[config.mk]
export PLATFORM = sky130hd
export DESIGN_NAME = kpe_ram
export DESIGN_NICKNAME = d
export VERILOG_FILES = /design/src/kpe_ram.sv
export SDC_FILE = /design/constraint.sdc
export NUM_CORES = 2
export LEC_CHECK = 0
export BUFFER_PORTS_ARGS = -buffer_cell sky130_fd_sc_hd__buf_2
export CORE_UTILIZATION = 40
export CTS_BUF_LIST = sky130_fd_sc_hd__clkbuf_16
export DETAILED_ROUTE_END_ITERATION = 10
export PLACE_DENSITY = 0.64
export SLEW_MARGIN = 20
export SYNTH_ARGS = -nofsm -noshare
export SYNTH_HDL_FRONTEND = slang
export SYNTH_SLANG_ARGS = --single-unit
[constraint.sdc]
create_clock -name clock -period 3.3 [get_ports clock]
set_input_delay 0.495 -clock clock [delete_from_list [all_inputs] [get_ports clock]]
set_output_delay 0.495 -clock clock [all_outputs]
set_load 0.01 [all_outputs]
[src/kpe_ram.sv]
// Generic single-port-write, single-port-read RAM with a registered read.
// Stand-alone; no package needed.
module kpe_ram #(
   parameter int WIDTH = 16,
   parameter int DEPTH = 256
) (
   input  logic                     clock,
   input  logic                     wr_en,
   input  logic [$clog2(DEPTH)-1:0] wr_addr,
   input  logic [WIDTH-1:0]         wr_data,
   input  logic [$clog2(DEPTH)-1:0] rd_addr,
   output logic [WIDTH-1:0]         rd_data
);

   logic [WIDTH-1:0] store [DEPTH];
   logic [WIDTH-1:0] rd_data_ff;

   always_ff @(posedge clock) begin
      if (wr_en) begin
         store[wr_addr] <= wr_data;
      end
      rd_data_ff <= store[rd_addr];
   end

   assign rd_data = rd_data_ff;

endmodule

After elaboration in Yosys (flattened, before gate mapping)
Memories as Yosys holds them, arrays and structs flattened. A register that Yosys moved wholly into a read port is not among the register bits.
Cells that the tools add are included.
{"block": "word_totals", "regBits": 0, "ramBits": 4096, "input_bits": 34, "out_inout_bits": 16, "word_cells": 3, "n_memories": 1}
{"name": "store", "depth": 256, "width": 16, "rd": 1, "rd_ports_with_merged_regs": 1, "wr": 1, "line": "15", "text": "logic [WIDTH-1:0] store [DEPTH];"}
{"block": "classes", "muxes": 2}
{"op": "two-way mux 1 bit", "count": 2}

Longest topological paths before layout
{"block": "logic_depth", "depth_word": 2, "depth_mapped": 12, "depth_no_buf": 6}

Worst setup path before layout
OpenSTA, ideal clock, no wires.
{"block": "synth_timing", "path_kind": "input-to-reg", "startpoint": "input wr_addr[3]", "endpoint": "memory store[235][0], enable pin", "setup_time_ps": 388, "arrival_time_ps": 2272, "t_required_ps": 2912, "slack_ps": 640, "path_stages": 6, "n_path_buf": 3, "cell_sequence": "clkbuf_1 nor2b_1 clkbuf_1 nand4_1 clkbuf_1 nor2_1"}
{"item": "from (decl)", "line": "9", "text": "input logic [$clog2(DEPTH)-1:0] wr_addr,"}
{"item": "to (decl)", "line": "15"}
Straight into the memory's write port.

==> impl_metrics.toml <==
[sta]
fin_skew_ns = 0.0570
fin_ws_ns = 0.0855
period_needed_ns = 3.21
hold_violations = 0
fin_crit_sh = 0.974
rsz0062_at_grt = "no"
drv_slew = 0
setup_viol = 0
fmax_ghz = 0.311
slew_headroom = 0.235
worstMarginPinSlew_ns = 1.14

[placed_design]
pre_cts_ws_ns = -0.750
dp_hpwl_microns = 261000
dp.cells = 13000
port_buffers = 49
place.gp.congestion = 0.894

[synth]
synth_edf_count = 4096
yosys.cell_types.count = 52
ys.flop_type = "edfxtp_1"
synth.area.mux_share = 0.155
yosys.area.top_type = "edfxtp_1"
synth-seq-area-share = 0.777
yosys-top-cells-area = "edfxtp_1, mux4_2, mux2i_1, o221ai_1, nor2_1"
synth_top_area_frac = 0.775
synth-xor-area-share = 0
avgSynthCellArea_sq_um = 21.6
syn_area_sq_um = 159000
synth_simple_gate_area_frac = 0.0157
synth-compound-area-share = 0.0354
synth_top_family_by_area = "multiplexers"
synth_cells = 7360
postSynth.asyncResetShare = 0
synth_seq_cells = 4112
synth_nets = 7394
yosys_warnings = 0
synth_fa_ha_area_frac = 0

[clock_network]
postCtsSetupRepairBufs = 0
cts_max_level = 5
clock-sinks = 4112
cts_tree = "built"
cts-root-buf = "clkbuf_16"
clk_pin_slew_ns = 0.06
clockBufferDepth = 4
clock_latency_ns = 0.92
cts_made_buffers = 396

[power]
power_leakage_nw = 59.0
ir_drop_v = 0.000400
pwr_density_cell_nw_per_um2 = 585

[worst_setup_path]
start_kind = "input port"
arrival_ns = 4.03
cp_slowest_cell = "o21ai_0"
worst_path_most_repeated_cell = "buf_12"
crit_type = "input port to register"
critPathBufInv = 6
critPathRequiredTime_ns = 4.11
cp_top_family = "buffers and inverters"
path_cells = "buf_12 -> buf_4 -> buf_12 -> buf_12 -> buf_12 -> buf_4 -> mux2i_1 -> o221ai_1 -> o22ai_1 -> o21ai_0 -> nand4_1 -> nor4_1"
max_stage_delay_ns = 0.74
crit_fanout = 28
r2r_setup_slack_ns = 0.19
end_kind = "register"

[layout]
drive_gt1_frac = 0.280
final_nets = 8232
syn2layout_area_growth_pct = 15.7
fin_cells = 13700

[grt]
grt_max_degree = 131
grt_pass1_vias = 80000
track_usage = 0.205
antenna_found_initial = 27
grt_overflow = 0
grt_pass1_wl_microns = 591000

[job]
maxCapViolCount = 0

[min_path]
min_path_type = "input port to register"

[detailed_routing]
drc = 0
dr.pass1.iters = 6
drt_iter0_drc = 10000
detail-route-antenna-nets = 0
wirelength_microns = 417000
routedWlPerCell_microns = 30.3
via_per_inst = 5.83
num_vias = 80100

[die]
core_area_sq_um = 394000
die_h_microns = 632
die_width_microns = 632
ios = 50
start_util = 0.403
rows = 230
dieArea_sq_um = 399000

[run_status]
status = "complete, no violations"
## metal layers
| layer | share of wire | vias to the layer above | GRT usage |
|---|---|---|---|
| li1 | - | 32900 | - |
| met1 | 0.39 | 42600 | 0.275 |
| met2 | 0.48 | 3841 | 0.335 |
| met3 | 0.084 | 692 | 0.0352 |
| met4 | 0.040 | 14 | 0.0754 |
| met5 | 0.00024 | - | 0 |
## flip-flops by register name, summed over array words and instances (netlist names)
name	cells
rd_data	16
store	4096
## kinds of logic (layout without fill, tap and decap cells)
group | Yosys count | in the layout
AOI/OAI and AO/OA | 786 | 786
muxes | 1450 | 1450
other | 0 | 12
and+or+nand+nor | 556 | 556
buffers and inverters | 456 | 1600
DFF | 4112 | 4112
## layout make-up
class	instances	area, sq um
clock buffer	401	10000
antenna	12	30.0
inverter	4	27.5
tap	5220	6530
multi-input combinational	2792	32900
fill	32100	210000
timing repair buffer	892	8360
clock inverter	303	2450
sequential	4112	123000
## power by group
group	leakage [nW]	total [mW]	internal [mW]	switching, mW
combinational	15.7	5.83	2.20	3.63
sequential	36.9	57.7	57.6	0.136
clock	6.40	44.0	24.9	19.1
## synthesized netlist by cell type (2+ instances only)
library cell / n
nor2b_1: 9
a22oi_1: 43
nand2_1: 38
a21o_1: 2
a2111oi_0: 6
mux2i_1: 565
inv_1: 3
clkbuf_1: 230
and3_1: 11
dfxtp_1: 16
buf_2: 76
nor4_1: 17
nand3_1: 35
mux2_2: 88
o31ai_1: 16
buf_4: 26
buf_8: 11
o221ai_1: 252
buf_6: 77
edfxtp_1: 4096
buf_1: 27
or2_2: 4
a221oi_1: 28
o21ai_0: 37
mux4_2: 797
or3_1: 2
nand4b_1: 3
nand2b_1: 3
nor2_1: 304
and4_1: 2
nand4_1: 26
a21oi_1: 175
buf_12: 5
a22o_1: 32
a211oi_1: 18
o32ai_1: 20
nor3_1: 92
a31oi_1: 6
nor4bb_1: 2
o22ai_1: 148
## layout by cell type (no fill, tap or decap), types with 18 or more instances in the layout
cell	instances
mux4_2	797
nor2_2	37
inv_1	71
clkinv_1	98
nor3_1	90
a211oi_1	18
edfxtp_1	4096
a221oi_1	28
nand3_1	27
nand2_1	38
a22o_1	32
buf_2	28
a21oi_1	175
buf_4	716
clkbuf_16	401
o22ai_1	148
o221ai_1	252
clkinv_2	73
o21ai_0	36
a22oi_1	43
nor2_1	267
bufinv_16	37
buf_12	127
mux2i_1	565
nand4_1	26
mux2_2	88
## stage by stage
step | area [sq um] | hold WS (ns) | utilization | TNS, ns | total power, mW
detailed placement | 171000 | 0.791 | 0.435 | -4.79 | 64.6
global route | 184000 | 0.0386 | 0.466 | 0 | 110
CTS | 184000 | 0.0213 | 0.466 | 0 | 108
floorplan | 159000 | 0.594 | - | 0 | 61.6
finish | 184000 | 0.0696 | 0.467 | 0 | 108
global placement | 171000 | 0.786 | 0.435 | -7.20 | 64.5
## what timing repair did
action	CTS	global route
endpoints found under the hold margin	56	0
gates resized for setup	0	0
hold buffers	2	0
## worst paths after layout
check | from | to | depth (start not counted)
setup / recovery | rd_addr[0] | rd_data[9]$_DFF_P_ | 12
hold / removal | wr_data[14] | store[77][14]$_DFFE_PP_ | 1
setup reg to reg | store[63][6]$_DFFE_PP_ | rd_data[6]$_DFF_P_ | 6
hold reg to reg | store[218][6]$_DFFE_PP_ | rd_data[6]$_DFF_P_ | 6
No activity file was read; power rests on OpenSTA's default activity.
