**config.mk**
```make
export PLATFORM = sky130hd
export DESIGN_NAME = kpe_div
export DESIGN_NICKNAME = d
export VERILOG_FILES = /design/src/kpe_pkg.sv /design/src/kpe_div.sv
export SDC_FILE = /design/constraint.sdc
export NUM_CORES = 1
export LEC_CHECK = 0
export BUFFER_PORTS_ARGS = -buffer_cell sky130_fd_sc_hd__buf_2
export CAP_MARGIN = 10
export CORE_UTILIZATION = 52
export CTS_CLUSTER_SIZE = 25
export DETAILED_ROUTE_END_ITERATION = 8
export GPL_ROUTABILITY_DRIVEN = 0
export PLACE_DENSITY = 0.76
export SETUP_SLACK_MARGIN = 0.05
export SLEW_MARGIN = 40
export SYNTH_ARGS = -nofsm -noshare
export SYNTH_HDL_FRONTEND = slang
export SYNTH_SLANG_ARGS = --single-unit
```
**constraint.sdc**
```tcl
create_clock -name clock -period 4 [get_ports clock]
set_input_delay 0.8 -clock clock [delete_from_list [all_inputs] [get_ports clock]]
set_output_delay 0.8 -clock clock [all_outputs]
set_load 0.01 [all_outputs]
```
**src/kpe_pkg.sv**
```systemverilog
// Package of the Kronecker product block: widths, payload types, codes and
// small helper functions. It depends on nothing else.
package kpe_pkg;

   localparam int MAX_DIM     = 16;
   localparam int ELEM_BITS   = 16;
   localparam int DIM_W       = 5;
   localparam int ROW_W       = 8;
   localparam int VALUE_W     = 16;
   localparam int PRODUCT_W   = 32;
   localparam int KIND_W      = 2;
   localparam int IDX_W       = $clog2(MAX_DIM);
   localparam int STORE_DEPTH = MAX_DIM * MAX_DIM;
   localparam int ADDR_W      = $clog2(STORE_DEPTH);
   localparam int LIM_W       = 2 * DIM_W;
   localparam int DIV_STEPS   = 2;
   localparam int DSH_W       = DIM_W + IDX_W - 1;
   localparam int DIV_W       = (ROW_W > DSH_W) ? ROW_W : DSH_W;

   typedef enum logic [KIND_W-1:0] {
      KIND_WRITE_A = 2'd0,
      KIND_WRITE_B = 2'd1,
      KIND_READ    = 2'd2
   } kpe_kind_type;

   typedef enum logic [1:0] {
      CSR_ROWS_A = 2'd0,
      CSR_COLS_A = 2'd1,
      CSR_ROWS_B = 2'd2,
      CSR_COLS_B = 2'd3
   } kpe_csr_type;

   typedef enum logic [1:0] {
      ST_IDLE,
      ST_DIV,
      ST_MUL,
      ST_HOLD
   } kpe_state_type;

   typedef struct packed {
      logic [KIND_W-1:0]         kind;
      logic [ROW_W-1:0]          row;
      logic [ROW_W-1:0]          col;
      logic signed [VALUE_W-1:0] value;
   } kpe_req_type;

   typedef struct packed {
      logic signed [PRODUCT_W-1:0] product;
      logic                        status;
   } kpe_rsp_type;

   // A dimension of zero acts as one, anything above MAX_DIM as MAX_DIM.
   function automatic logic [DIM_W-1:0] kpe_eff_dim(input logic [DIM_W-1:0] raw);
      logic [DIM_W-1:0] dim;
      dim = raw;
      if (raw == '0) begin
         dim = DIM_W'(1);
      end else if (int'(raw) > MAX_DIM) begin
         dim = DIM_W'(MAX_DIM);
      end
      return dim;
   endfunction

   function automatic logic [ADDR_W-1:0] kpe_addr(input logic [IDX_W-1:0] r,
                                                  input logic [IDX_W-1:0] c);
      return ADDR_W'(r) * ADDR_W'(MAX_DIM) + ADDR_W'(c);
   endfunction

endpackage

```
**src/kpe_div.sv**
```systemverilog
// Small restoring divider: an index divided by a configured dimension,
// DIV_STEPS quotient bits per cycle. Depends on kpe_pkg.
module kpe_div (
   input  logic                       clock,
   input  logic                       reset,
   input  logic                       start,
   input  logic [kpe_pkg::ROW_W-1:0]  dividend,
   input  logic [kpe_pkg::DIM_W-1:0]  divisor,
   output logic                       done,
   output logic [kpe_pkg::IDX_W-1:0]  quotient,
   output logic [kpe_pkg::IDX_W-1:0]  remainder
);
   import kpe_pkg::*;

   logic [DIV_W-1:0] rem_ff, rem_in;
   logic [DIV_W-1:0] dsh_ff, dsh_in;
   logic [IDX_W-1:0] qbit_ff, qbit_in;
   logic [IDX_W-1:0] quo_ff, quo_in;

   // The caller guarantees the quotient fits in IDX_W bits, so the search
   // starts with the divisor shifted to the top quotient bit.
   always_comb begin
      rem_in  = rem_ff;
      dsh_in  = dsh_ff;
      qbit_in = qbit_ff;
      quo_in  = quo_ff;
      if (start) begin
         rem_in  = DIV_W'(dividend);
         dsh_in  = DIV_W'(divisor) << (IDX_W - 1);
         qbit_in = IDX_W'(1) << (IDX_W - 1);
         quo_in  = '0;
      end else begin
         for (int i = 0; i < DIV_STEPS; i++) begin
            if (qbit_in != '0) begin
               if (rem_in >= dsh_in) begin
                  rem_in = rem_in - dsh_in;
                  quo_in = quo_in | qbit_in;
               end
               dsh_in  = dsh_in >> 1;
               qbit_in = qbit_in >> 1;
            end
         end
      end
   end

   always_ff @(posedge clock) begin
      if (reset) begin
         qbit_ff <= '0;
      end else begin
         qbit_ff <= qbit_in;
      end
      rem_ff <= rem_in;
      dsh_ff <= dsh_in;
      quo_ff <= quo_in;
   end

   assign done      = (qbit_ff == '0);
   assign quotient  = quo_ff;
   assign remainder = rem_ff[IDX_W-1:0];

endmodule

```
# Word-level counts from Yosys, hierarchy flattened
# Index checks and enable logic that the tools add are counted.
# totals
register_bits,24
inputBits,16
out_inout_bits,9
wordCells,35
# op_classes
add_sub_neg,2
order_cmp,2
muxes,19
n_bitwise,2
n_reduce_logical,4
# ops
cell,count
$mux 8,10
$mux 4,9
$ge 8x8->1,2
$sub 8x8->8,2
$or 4x4->4,2
$reduce_bool 4->1,2
$logic_not 4->1,1
$reduce_or 2->1,1

# Depth between registers and ports, before layout
# Gate-level depths: netlist of run 1.
# logic_depth
ltp_word,8
mapped_depth,19
depth_no_buf,18

# Least setup slack after synthesis of run 1
# No wires, ideal clock.
# synth_timing
kind,register -> register
startpoint,register rem_ff[0]
endpoint,register rem_ff[7]
setup_ps,122
arrival_ps,3729
required_time_ps,3878
slack_ps,149
path_stages_with_launch,17
path_buffers,1
synth_period_minus_slack_ps,3851
path_cell_list,dfxtp_1 inv_1 ha_1 inv_1 fa_1 and3_1 or3_1 a2bb2oi_4 mux2_2 ha_1 and4_1 a211oi_1 o31ai_2 and2_1 buf_2 nor2_1 a221o_1
# synth_between
elab_chain_len,8
word_cells_on_any_way,10
cone_classes,2 x add/sub; 2 x order compare; 6 x mux
# synth_lines
item,line_no,rtl
from (decl),kpe_div.sv:15,"logic [DIV_W-1:0] rem_ff, rem_in;"
from (signal assigned),kpe_div.sv:52,rem_ff <= rem_in;
$sub 8x8->8 or $ge 8x8->1 (tied branches),"kpe_div.sv:36, kpe_div.sv:35",
$mux 8,kpe_div.sv:35,if (rem_in >= dsh_in) begin
$mux 8 *,kpe_div.sv:34,if (qbit_in != '0) begin
$mux 8 *,kpe_div.sv:27,if (start) begin
$sub 8x8->8 or $ge 8x8->1 (tied branches),"kpe_div.sv:36, kpe_div.sv:35",
$mux 8,kpe_div.sv:35,
$mux 8 *,kpe_div.sv:34,
$mux 8 *,kpe_div.sv:27,
via rem_in[7],kpe_div.sv:15,
# The timed path passes the listed nets; every way through them passes the cells marked *. The select of a mux whose other input is x is not followed.
# A chain may end at the register's enable or synchronous reset.

# Worst setup path after layout of run 1
# Same ends and word-level chain as after synthesis.

==> flow_metrics.tcl, run 1 <==
set metrics [dict create \
    grtUsageTotal_pct 22.8 \
    die_h_um 61.4 \
    path_class "reg2reg" \
    synth_flop_cell "dfxtp_1" \
    cp_max_fo 7 \
    avgSynthCellArea_um2 8.12 \
    regArea_um2 480 \
    grt_max_degree 35 \
    antenna_found_initial 0 \
    grt_overflow 0 \
    ant_nets 0 \
    tightest_slew_ns 0.704 \
    synth.distinct_cells 47 \
    drive_above_1_share_pct 21.9 \
    place_inst 288 \
    rsz0062_at_grt "yes" \
    p_sw_share_pct 45.2 \
    critPathRequiredTime_ns 4.23 \
    tritoncts "yes" \
    remaining_drc_errors 0 \
    power_mw 2.16 \
    final-hold-violation-count 0 \
    hold_path.class "reg2reg" \
    first_pass_iters 4 \
    power.share.sequential_pct 16.5 \
    area_growth_pct 13.4 \
    clockPowerShare_pct 8.0 \
    cp.arrival_ns 4.07 \
    multi_input_area_mm2 0.00128 \
    grt_pass1_vias 1413 \
    crit_start "rem_ff[0]" \
    drt-total-wl_um 4000 \
    cts_made_buffers 3 \
    insertion_delay_ns 0.32 \
    die-area_mm2 0.00377 \
    io_pins 25 \
    worstHoldEndpoint "quotient[3]" \
    grt_pass1_wl_um 6270 \
    nets 282 \
    ir_worst_vdd_mv 0.785 \
    finClkSkew_ns 0.00964 \
    fin_crit_ns 3.84 \
    leakagePower_nw 0.919 \
    cts_max_path_buffers 2 \
    slew-limit-headroom_pct 52.7 \
    fp.coreArea_mm2 0.00336 \
    ys_seq_area_share_pct 26.2 \
    status "complete, no violations" \
    dp_hpwl_um 3230 \
    maxCapViolCount 0 \
    vias_per_cell 5.57 \
    rr_startpoint "rem_ff[0]" \
    ff2ff_path_depth 15 \
    ys_ff_latch 24 \
    power_frac_comb_pct 75.5 \
    wl_per_cell_um 13.7 \
    root_buffer "clkbuf_4" \
    p_int_mw 1.18 \
    io_buffers 24 \
    clock_sinks 24 \
    finalSetupViolCount 0 \
    rrSetupSlack_ns 0.16 \
    holdBufCountCts 0 \
    synth_edf_count 0 \
    clk_pin_slew_worst_paths_ns 0.13 \
    dp_slack_ns -0.00266 \
    power_switching_mw 0.976 \
    maxSlewViolCount 0 \
    start_util_pct 54.6 \
    end_kind "flip-flop" \
    clock.fmax_ghz 0.260 \
    synth_nets 260 \
    stdcell_count 293 \
    cts_max_level 1 \
    async_reset_ff_share_pct 0 \
    yosys_warnings 0 \
    rows 21 \
    min_period_over_period_pct 96.1 \
    hold_start "quotient[3]" \
    whs_path_depth 2 \
    fillers 342 \
    finalSetupTns_ns 0 \
    diodes 0 \
    syn_area_mm2 0.00184 \
    regToRegEndpoint "rem_ff[7]" \
    die_x_um 61.4 \
    start_kind "flip-flop" \
    syn_inst 226 \
    finalWorstSetupSlack_ns 0.156 \
    hold_ws_ns 0.496 \
    layout_common_cells "24 x dfxtp_1, 24 x buf_2, 23 x nor2_1" \
    power.density_mw_per_mm2 1040 \
    dr.first_iter.drc_count 77 \
    vias 1631 \
]
-- through the flow --
stage | area (um^2) | utilization (%)
2_1_floorplan | 1840 | -
3_3_place_gp | 1980 | 58.8
3_5_place_dp | 1980 | 58.8
4_1_cts | 2030 | 60.4
5_1_grt | 2080 | 61.9
6_report | 2080 | 61.9
-- metal layers --
layer / vias up / track usage, % / part of all wire (%) / wire length [um]
met3: 5 / 1.26 / 4.1 / 163
li1: 841 / - / - / -
met4: 0 / 7.62 / 1.0 / 42
met5: - / 0 / 0 / 0
met1: 751 / 33.2 / 49 / 1980
met2: 34 / 36.0 / 45 / 1820
-- critical path, stage by stage (launching register included) --
cell       delay [ns]
dfxtp_1          0.33
inv_1            0.07
ha_2             0.18
inv_1            0.05
fa_2             0.35
and3_4           0.17
or3_4            0.41
a2bb2oi_4        0.18
buf_4            0.17
mux2_2           0.37
ha_1             0.34
nand2_1          0.10
o31ai_2          0.41
and2_4           0.26
nor2_1           0.05
a221o_1          0.32
-- cells by family after synthesis --
| kind of cell | after synthesis | share of synthesized area, % |
|---|---|---|
| AO/OA/AOI/OAI | 68 | 25.8 |
| other | 1 | 0.204 |
| XOR/XNOR | 8 | 3.82 |
| AND/OR/NAND/NOR | 72 | 19.9 |
| flip-flops | 24 | 26.2 |
| buffers and inverters | 27 | 6.41 |
| adder cells (fa/ha/maj) | 18 | 13.1 |
| multiplexers | 8 | 4.64 |
-- state kept, by name, indices dropped and copies added (netlist names) --
signal,cells
dsh_ff,8
qbit_ff,4
quotient,4
rem_ff,8
-- area by class of cell --
cell class | count | area share [%]
clock buffers | 3 | 1.08
flip-flops and latches | 24 | 23.1
inverters | 16 | 2.89
repair buffers | 28 | 7.22
well taps | 46 | 2.77
multi-input cells | 175 | 61.5
clock inverters | 1 | 1.44
-- worst max-delay path by stage --
stage | slack (ns) | end
after global placement | 0.13 | rem_ff[7]
final | 0.16 | rem_ff[7]
after detailed placement | -0.003 | rem_ff[7]
after global routing | 0.01 | rem_ff[7]
after CTS | 0.06 | rem_ff[7]
after floorplan | 0.15 | rem_ff[7]
-- power groups by stage --
stage	Clock [mW]	Combinational, mW	Sequential [mW]
after floorplan	0	1.22	0.354
final	0.173	1.63	0.356
after detailed placement	0	1.52	0.360
after global routing	0.183	1.81	0.364
after CTS	0.176	1.53	0.355
after global placement	0	1.50	0.359
-- timing repair --
action                                  CTS  global route
endpoints found under the setup margin    2            11
gates cloned                              0             0
pin swaps                                 1             3
buffers inserted                          0             1
hold endpoints to repair                  0             0
gates resized for setup                   1            12
-- Yosys cell counts (3+ instances only) --
master,instances,area [um^2]
a211oi_1,5,37.5
a21o_1,3,22.5
a21oi_1,20,100
a221oi_1,3,26.3
buf_4,4,30.0
clkbuf_1,6,22.5
dfxtp_1,24,480
ha_1,16,200
inv_1,16,60.1
mux2_2,4,45.0
mux2i_1,4,40.0
nand2_1,20,75.1
nor2_1,23,86.3
nor2b_1,3,18.8
nor3_1,6,30.0
nor3b_1,3,22.5
o21a_1,6,45.0
o21ai_0,11,55.1
o21ai_1,3,15.0
or3_1,4,25.0
xnor2_1,5,43.8
xor2_1,3,26.3
Power figures use the tool's default switching activity.
==> inputs of run 2 (changes only) <==
- CTS_BUF_LIST: not set -> sky130_fd_sc_hd__clkbuf_16
==> run 2 against run 1 <==
Clock-buffer cell count did not move. Die area did not move. Global-route usage rose by 0.61 points. Clock skew fell by 0.0072 ns. Via count rose by 0.86%. Final area rose by 2.8%. Critical path type unchanged. Largest cell class unchanged. Highest routed layer unchanged.
==> flow_metrics.tcl, run 2 (synthesis results as in run 1) <==
set metrics [dict create \
    status "complete, no violations" \
    end_kind "flip-flop" \
    start_kind "flip-flop" \
    maxSlewViolCount 0 \
    grtUsageTotal_pct 23.4 \
    tritoncts "yes" \
    rsz0062_at_grt "no" \
    leakagePower_nw 0.949 \
    place_area_mm2 0.00198 \
    hold_path.class "reg2reg" \
    cp.arrival_ns 3.89 \
    slew-limit-headroom_pct 53.1 \
    wl_per_cell_um 14.1 \
    critPathRequiredTime_ns 4.12 \
    holdBufCountCts 0 \
    diodes 0 \
    clock_sinks 24 \
    die_h_um 61.4 \
    tightest_slew_ns 0.698 \
    root_buffer "clkbuf_16" \
    largestRegisters "dsh_ff x8, rem_ff x8" \
    fp.coreArea_mm2 0.00336 \
    finalInstanceArea_mm2 0.00214 \
    path_class "reg2reg" \
    grt_max_degree 35 \
    grt_pass1_wl_um 6390 \
    endpoint "rem_ff[0]" \
    regToRegEndpoint "rem_ff[0]" \
    cts_max_level 1 \
    clk_pin_slew_worst_paths_ns 0.06 \
    io_pins 25 \
    grt_pass1_vias 1449 \
    vias 1645 \
    rrSetupSlack_ns 0.23 \
    dr.first_iter.drc_count 75 \
    crit_start "rem_ff[0]" \
    io_buffers 24 \
    first_pass_iters 4 \
    power_mw 2.31 \
    finalSetupTns_ns 0 \
    remaining_drc_errors 0 \
    rows 21 \
    stdcell_count 294 \
    ir_worst_vdd_mv 0.731 \
    insertion_delay_ns 0.26 \
    die-area_mm2 0.00377 \
    start_util_pct 54.6 \
    fin_crit_ns 3.77 \
    dp_hpwl_um 3230 \
    clock.fmax_ghz 0.265 \
    min_period_over_period_pct 94.4 \
    cp_max_fo 6 \
    finalSetupViolCount 0 \
    dp_slack_ns -0.00266 \
    die_x_um 61.4 \
    maxCapViolCount 0 \
    cts_max_path_buffers 2 \
    place_inst 288 \
    power.density_mw_per_mm2 1080 \
    antenna_found_initial 0 \
    final-hold-violation-count 0 \
    finalWorstSetupSlack_ns 0.225 \
    rr_startpoint "rem_ff[0]" \
    ff2ff_path_depth 16 \
    nets 283 \
    cts_made_buffers 3 \
    grt_overflow 0 \
    ant_nets 0 \
    finClkSkew_ns 0.00246 \
    fillers 323 \
    layout_common_cells "24 x dfxtp_1, 24 x buf_2, 23 x nor2_1" \
    vias_per_cell 5.60 \
    area_growth_pct 16.5 \
    drt-total-wl_um 4150 \
    drive_above_1_share_pct 21.4 \
]
-- run 2: routing by layer --
layer	track usage, %	routed length (um)	vias to the layer above
met3	1.89	177	5
met1	33.6	2050	755
li1	-	-	844
met2	36.8	1860	41
met4	8.57	51	0
met5	0	0	-
-- run 2: worst min path at each step --
stage	start	end	slack, ns	depth (start not counted)
after floorplan	dsh_ff[7]	dsh_ff[7]	0.48	2
after global placement	quotient[3]	quotient[3]	0.45	2
after detailed placement	quotient[3]	quotient[3]	0.46	2
after CTS	quotient[3]	quotient[3]	0.48	2
after global routing	quotient[0]	quotient[0]	0.54	2
final	quotient[3]	quotient[3]	0.47	2
-- run 2: per-stage QoR --
step,hold WS (ns),util (%)
2_1_floorplan,0.475,-
3_3_place_gp,0.449,58.8
3_5_place_dp,0.460,58.8
4_1_cts,0.478,62.0
5_1_grt,0.535,63.6
6_report,0.475,63.6
-- run 2: worst max-delay path, stage by stage, from the launching register on --
cell and delay [ns]:
dfxtp_1 0.31, inv_1 0.07, ha_2 0.18, inv_1 0.05
fa_2 0.35, and3_4 0.17, or3_4 0.41, a2bb2oi_4 0.19
mux2_2 0.41, fa_2 0.38, a21o_1 0.19, a211oi_2 0.23
o31ai_2 0.11, buf_4 0.15, nand2_2 0.13, mux2i_1 0.22
o21ai_0 0.10
-- run 2: power breakdown --
part | internal, mW | switching (mW)
sequential | 0.309 | 0.0476
combinational | 0.794 | 0.875
clock | 0.199 | 0.0847
total | 1.30 | 1.01
-- run 2: cell type report --
type | count | area [um^2] | area share [%]
clock buffers | 3 | 75.1 | 3.51
clock inverters | 1 | 30.0 | 1.40
inverters | 16 | 60.1 | 2.81
multi-input cells | 175 | 1280 | 59.7
flip-flops and latches | 24 | 480 | 22.5
well taps | 46 | 57.6 | 2.69
repair buffers | 29 | 158 | 7.37
-- run 2: repair_timing --
action                     in CTS  in global routing
setup endpoints to repair       2                 11
buffers inserted                0                  2
gates resized for setup         1                 10
pin swaps                       1                  2
==> inputs of run 3 (changes only) <==
- CORE_UTILIZATION: 52 -> 35
- PLACE_DENSITY: 0.76 -> 0.53
- clock period: 4 -> 4.2 ns (I/O delays scaled with it)
==> run 3 against run 2 <==
Register-to-register slack better by 0.03 ns. Largest power group unchanged. Power is 4.7% lower. Core utilization is 19 points lower.
==> flow_metrics.tcl, run 3 (synthesis results as in run 1) <==
set metrics [dict create \
    status "complete, no violations" \
    hold_path.class "reg2reg" \
    grt_overflow 0 \
    wl_met2_um 1980 \
    start_kind "flip-flop" \
    die-area_mm2 0.00554 \
    regToRegEndpoint "rem_ff[7]" \
    dr.first_iter.drc_count 141 \
    fin_crit_ns 3.94 \
    ff2ff_path_depth 15 \
    antenna_found_initial 0 \
    clk_pin_slew_worst_paths_ns 0.06 \
    multi_input_area_mm2 0.00127 \
    place_area_mm2 0.00200 \
    power_switching_mw 0.979 \
    die_x_um 74.4 \
    ant_nets 0 \
    critPathRequiredTime_ns 4.34 \
    wl_per_cell_um 14.0 \
    io_buffers 24 \
    insertion_delay_ns 0.26 \
    drive_above_1_share_pct 19.7 \
    layout_common_cells "24 x dfxtp_1, 24 x buf_2, 23 x nor2_1" \
    path_class "reg2reg" \
    stdcell_count 316 \
    diodes 0 \
    power_frac_comb_pct 72.2 \
    finClkSkew_ns 0.00452 \
    first_pass_iters 4 \
    fp.coreArea_mm2 0.00488 \
    cp_max_fo 7 \
    maxCapViolCount 0 \
    top_layer_used "met4" \
    rows 25 \
    clock.fmax_ghz 0.254 \
    clock_sinks 24 \
    drt-total-wl_um 4430 \
    worstHoldEndpoint "quotient[1]" \
    fillers 531 \
    final-hold-violation-count 0 \
    vias 1649 \
    grt_pass1_wl_um 7290 \
    clockPowerShare_pct 12.4 \
    grt_pass1_vias 1554 \
    largestRegisters "dsh_ff x8, rem_ff x8" \
    regArea_um2 480 \
    dr_wl_met3_um 75 \
    cts_made_buffers 3 \
    tritoncts "yes" \
    slew-limit-headroom_pct 51.6 \
    io_pins 25 \
    met1Wirelength_um 2320 \
    min_period_over_period_pct 93.9 \
    rr_startpoint "rem_ff[0]" \
    whs_path_depth 2 \
    power.share.sequential_pct 15.5 \
    place_inst 308 \
    grt_max_degree 35 \
    rrSetupSlack_ns 0.26 \
    leakagePower_nw 0.957 \
    nets 284 \
    cts_max_level 1 \
    vias_per_cell 5.22 \
    remaining_drc_errors 0 \
    die_h_um 74.4 \
    power_mw 2.20 \
    area_growth_pct 17.9 \
    cp.arrival_ns 4.09 \
    p_int_mw 1.22 \
    root_buffer "clkbuf_16" \
    finalSetupViolCount 0 \
    tightest_slew_ns 0.721 \
    hold_start "quotient[1]" \
    dp_hpwl_um 3520 \
    maxSlewViolCount 0 \
    end_kind "flip-flop" \
    start_util_pct 37.6 \
    finalInstanceArea_mm2 0.00216 \
    rsz0062_at_grt "no" \
    grtUsageTotal_pct 17.3 \
    cts_max_path_buffers 2 \
    finalSetupTns_ns 0 \
    p_sw_share_pct 44.5 \
    power.density_mw_per_mm2 1020 \
    ir_worst_vdd_mv 0.605 \
]
## run 3: critical path: stages, from the launching register on
cell and delay, ns:
dfxtp_1 0.31, inv_1 0.07, ha_1 0.17, inv_1 0.05, fa_1 0.38, and3_1 0.18
or3_1 0.43, a2bb2oi_4 0.26, mux2_2 0.41, fa_1 0.44, a21o_1 0.21, a211oi_2 0.30
o31ai_4 0.11, nand2_2 0.15, nor3_1 0.07, a221o_1 0.28
## run 3: power groups by stage
| stage | clock network (mW) | registers, mW | logic [mW] |
|---|---|---|---|
| 6_report | 0.272 | 0.340 | 1.59 |
| 5_1_grt | 0.286 | 0.349 | 1.77 |
| 4_1_cts | 0.276 | 0.342 | 1.46 |
| 3_5_place_dp | 0 | 0.347 | 1.45 |
| 3_3_place_gp | 0 | 0.348 | 1.46 |
| 2_1_floorplan | 0 | 0.338 | 1.17 |
## run 3: final cells by class
class                   count  share of cell area (%)
inverters                  16                    2.78
repair buffers             30                    7.63
multi-input cells         175                    58.6
clock inverters             1                    1.39
well taps                  67                    3.88
clock buffers               3                    3.47
flip-flops and latches     24                    22.2
## run 3: routing by layer
layer / GRT usage (%) / vias up
met5: 0 / -
met1: 25.1 / 768
met3: 1.49 / 4
met2: 26.8 / 26
li1: - / 851
met4: 5.66 / 0
## run 3: worst max path at each step
| stage | start | to | cells past startpoint | slack, ns |
|---|---|---|---|---|
| after global routing | rem_ff[0] | quotient[2] | 18 | 0.01 |
| after floorplan | rem_ff[0] | rem_ff[7] | 16 | 0.35 |
| final | rem_ff[0] | rem_ff[7] | 15 | 0.26 |
| after detailed placement | rem_ff[0] | rem_ff[7] | 18 | 0.06 |
| after global placement | rem_ff[0] | rem_ff[7] | 15 | 0.22 |
| after CTS | rem_ff[0] | rem_ff[7] | 18 | 0.07 |
## run 3: per-stage QoR
| step | hold WS (ns) | worst slack, ns | utilization (%) |
|---|---|---|---|
| after floorplan | 0.475 | 0.349 | - |
| after global routing | 0.508 | 0.0134 | 44.3 |
| after detailed placement | 0.462 | 0.0649 | 40.9 |
| after CTS | 0.482 | 0.0708 | 43.1 |
| after global placement | 0.461 | 0.220 | 40.9 |
| final | 0.479 | 0.256 | 44.3 |
## run 3: timing repair
item	4_1_cts	5_1_grt
hold buffers	0	0
buffers inserted	0	4
setup endpoints to repair	0	11
resized for setup	0	6
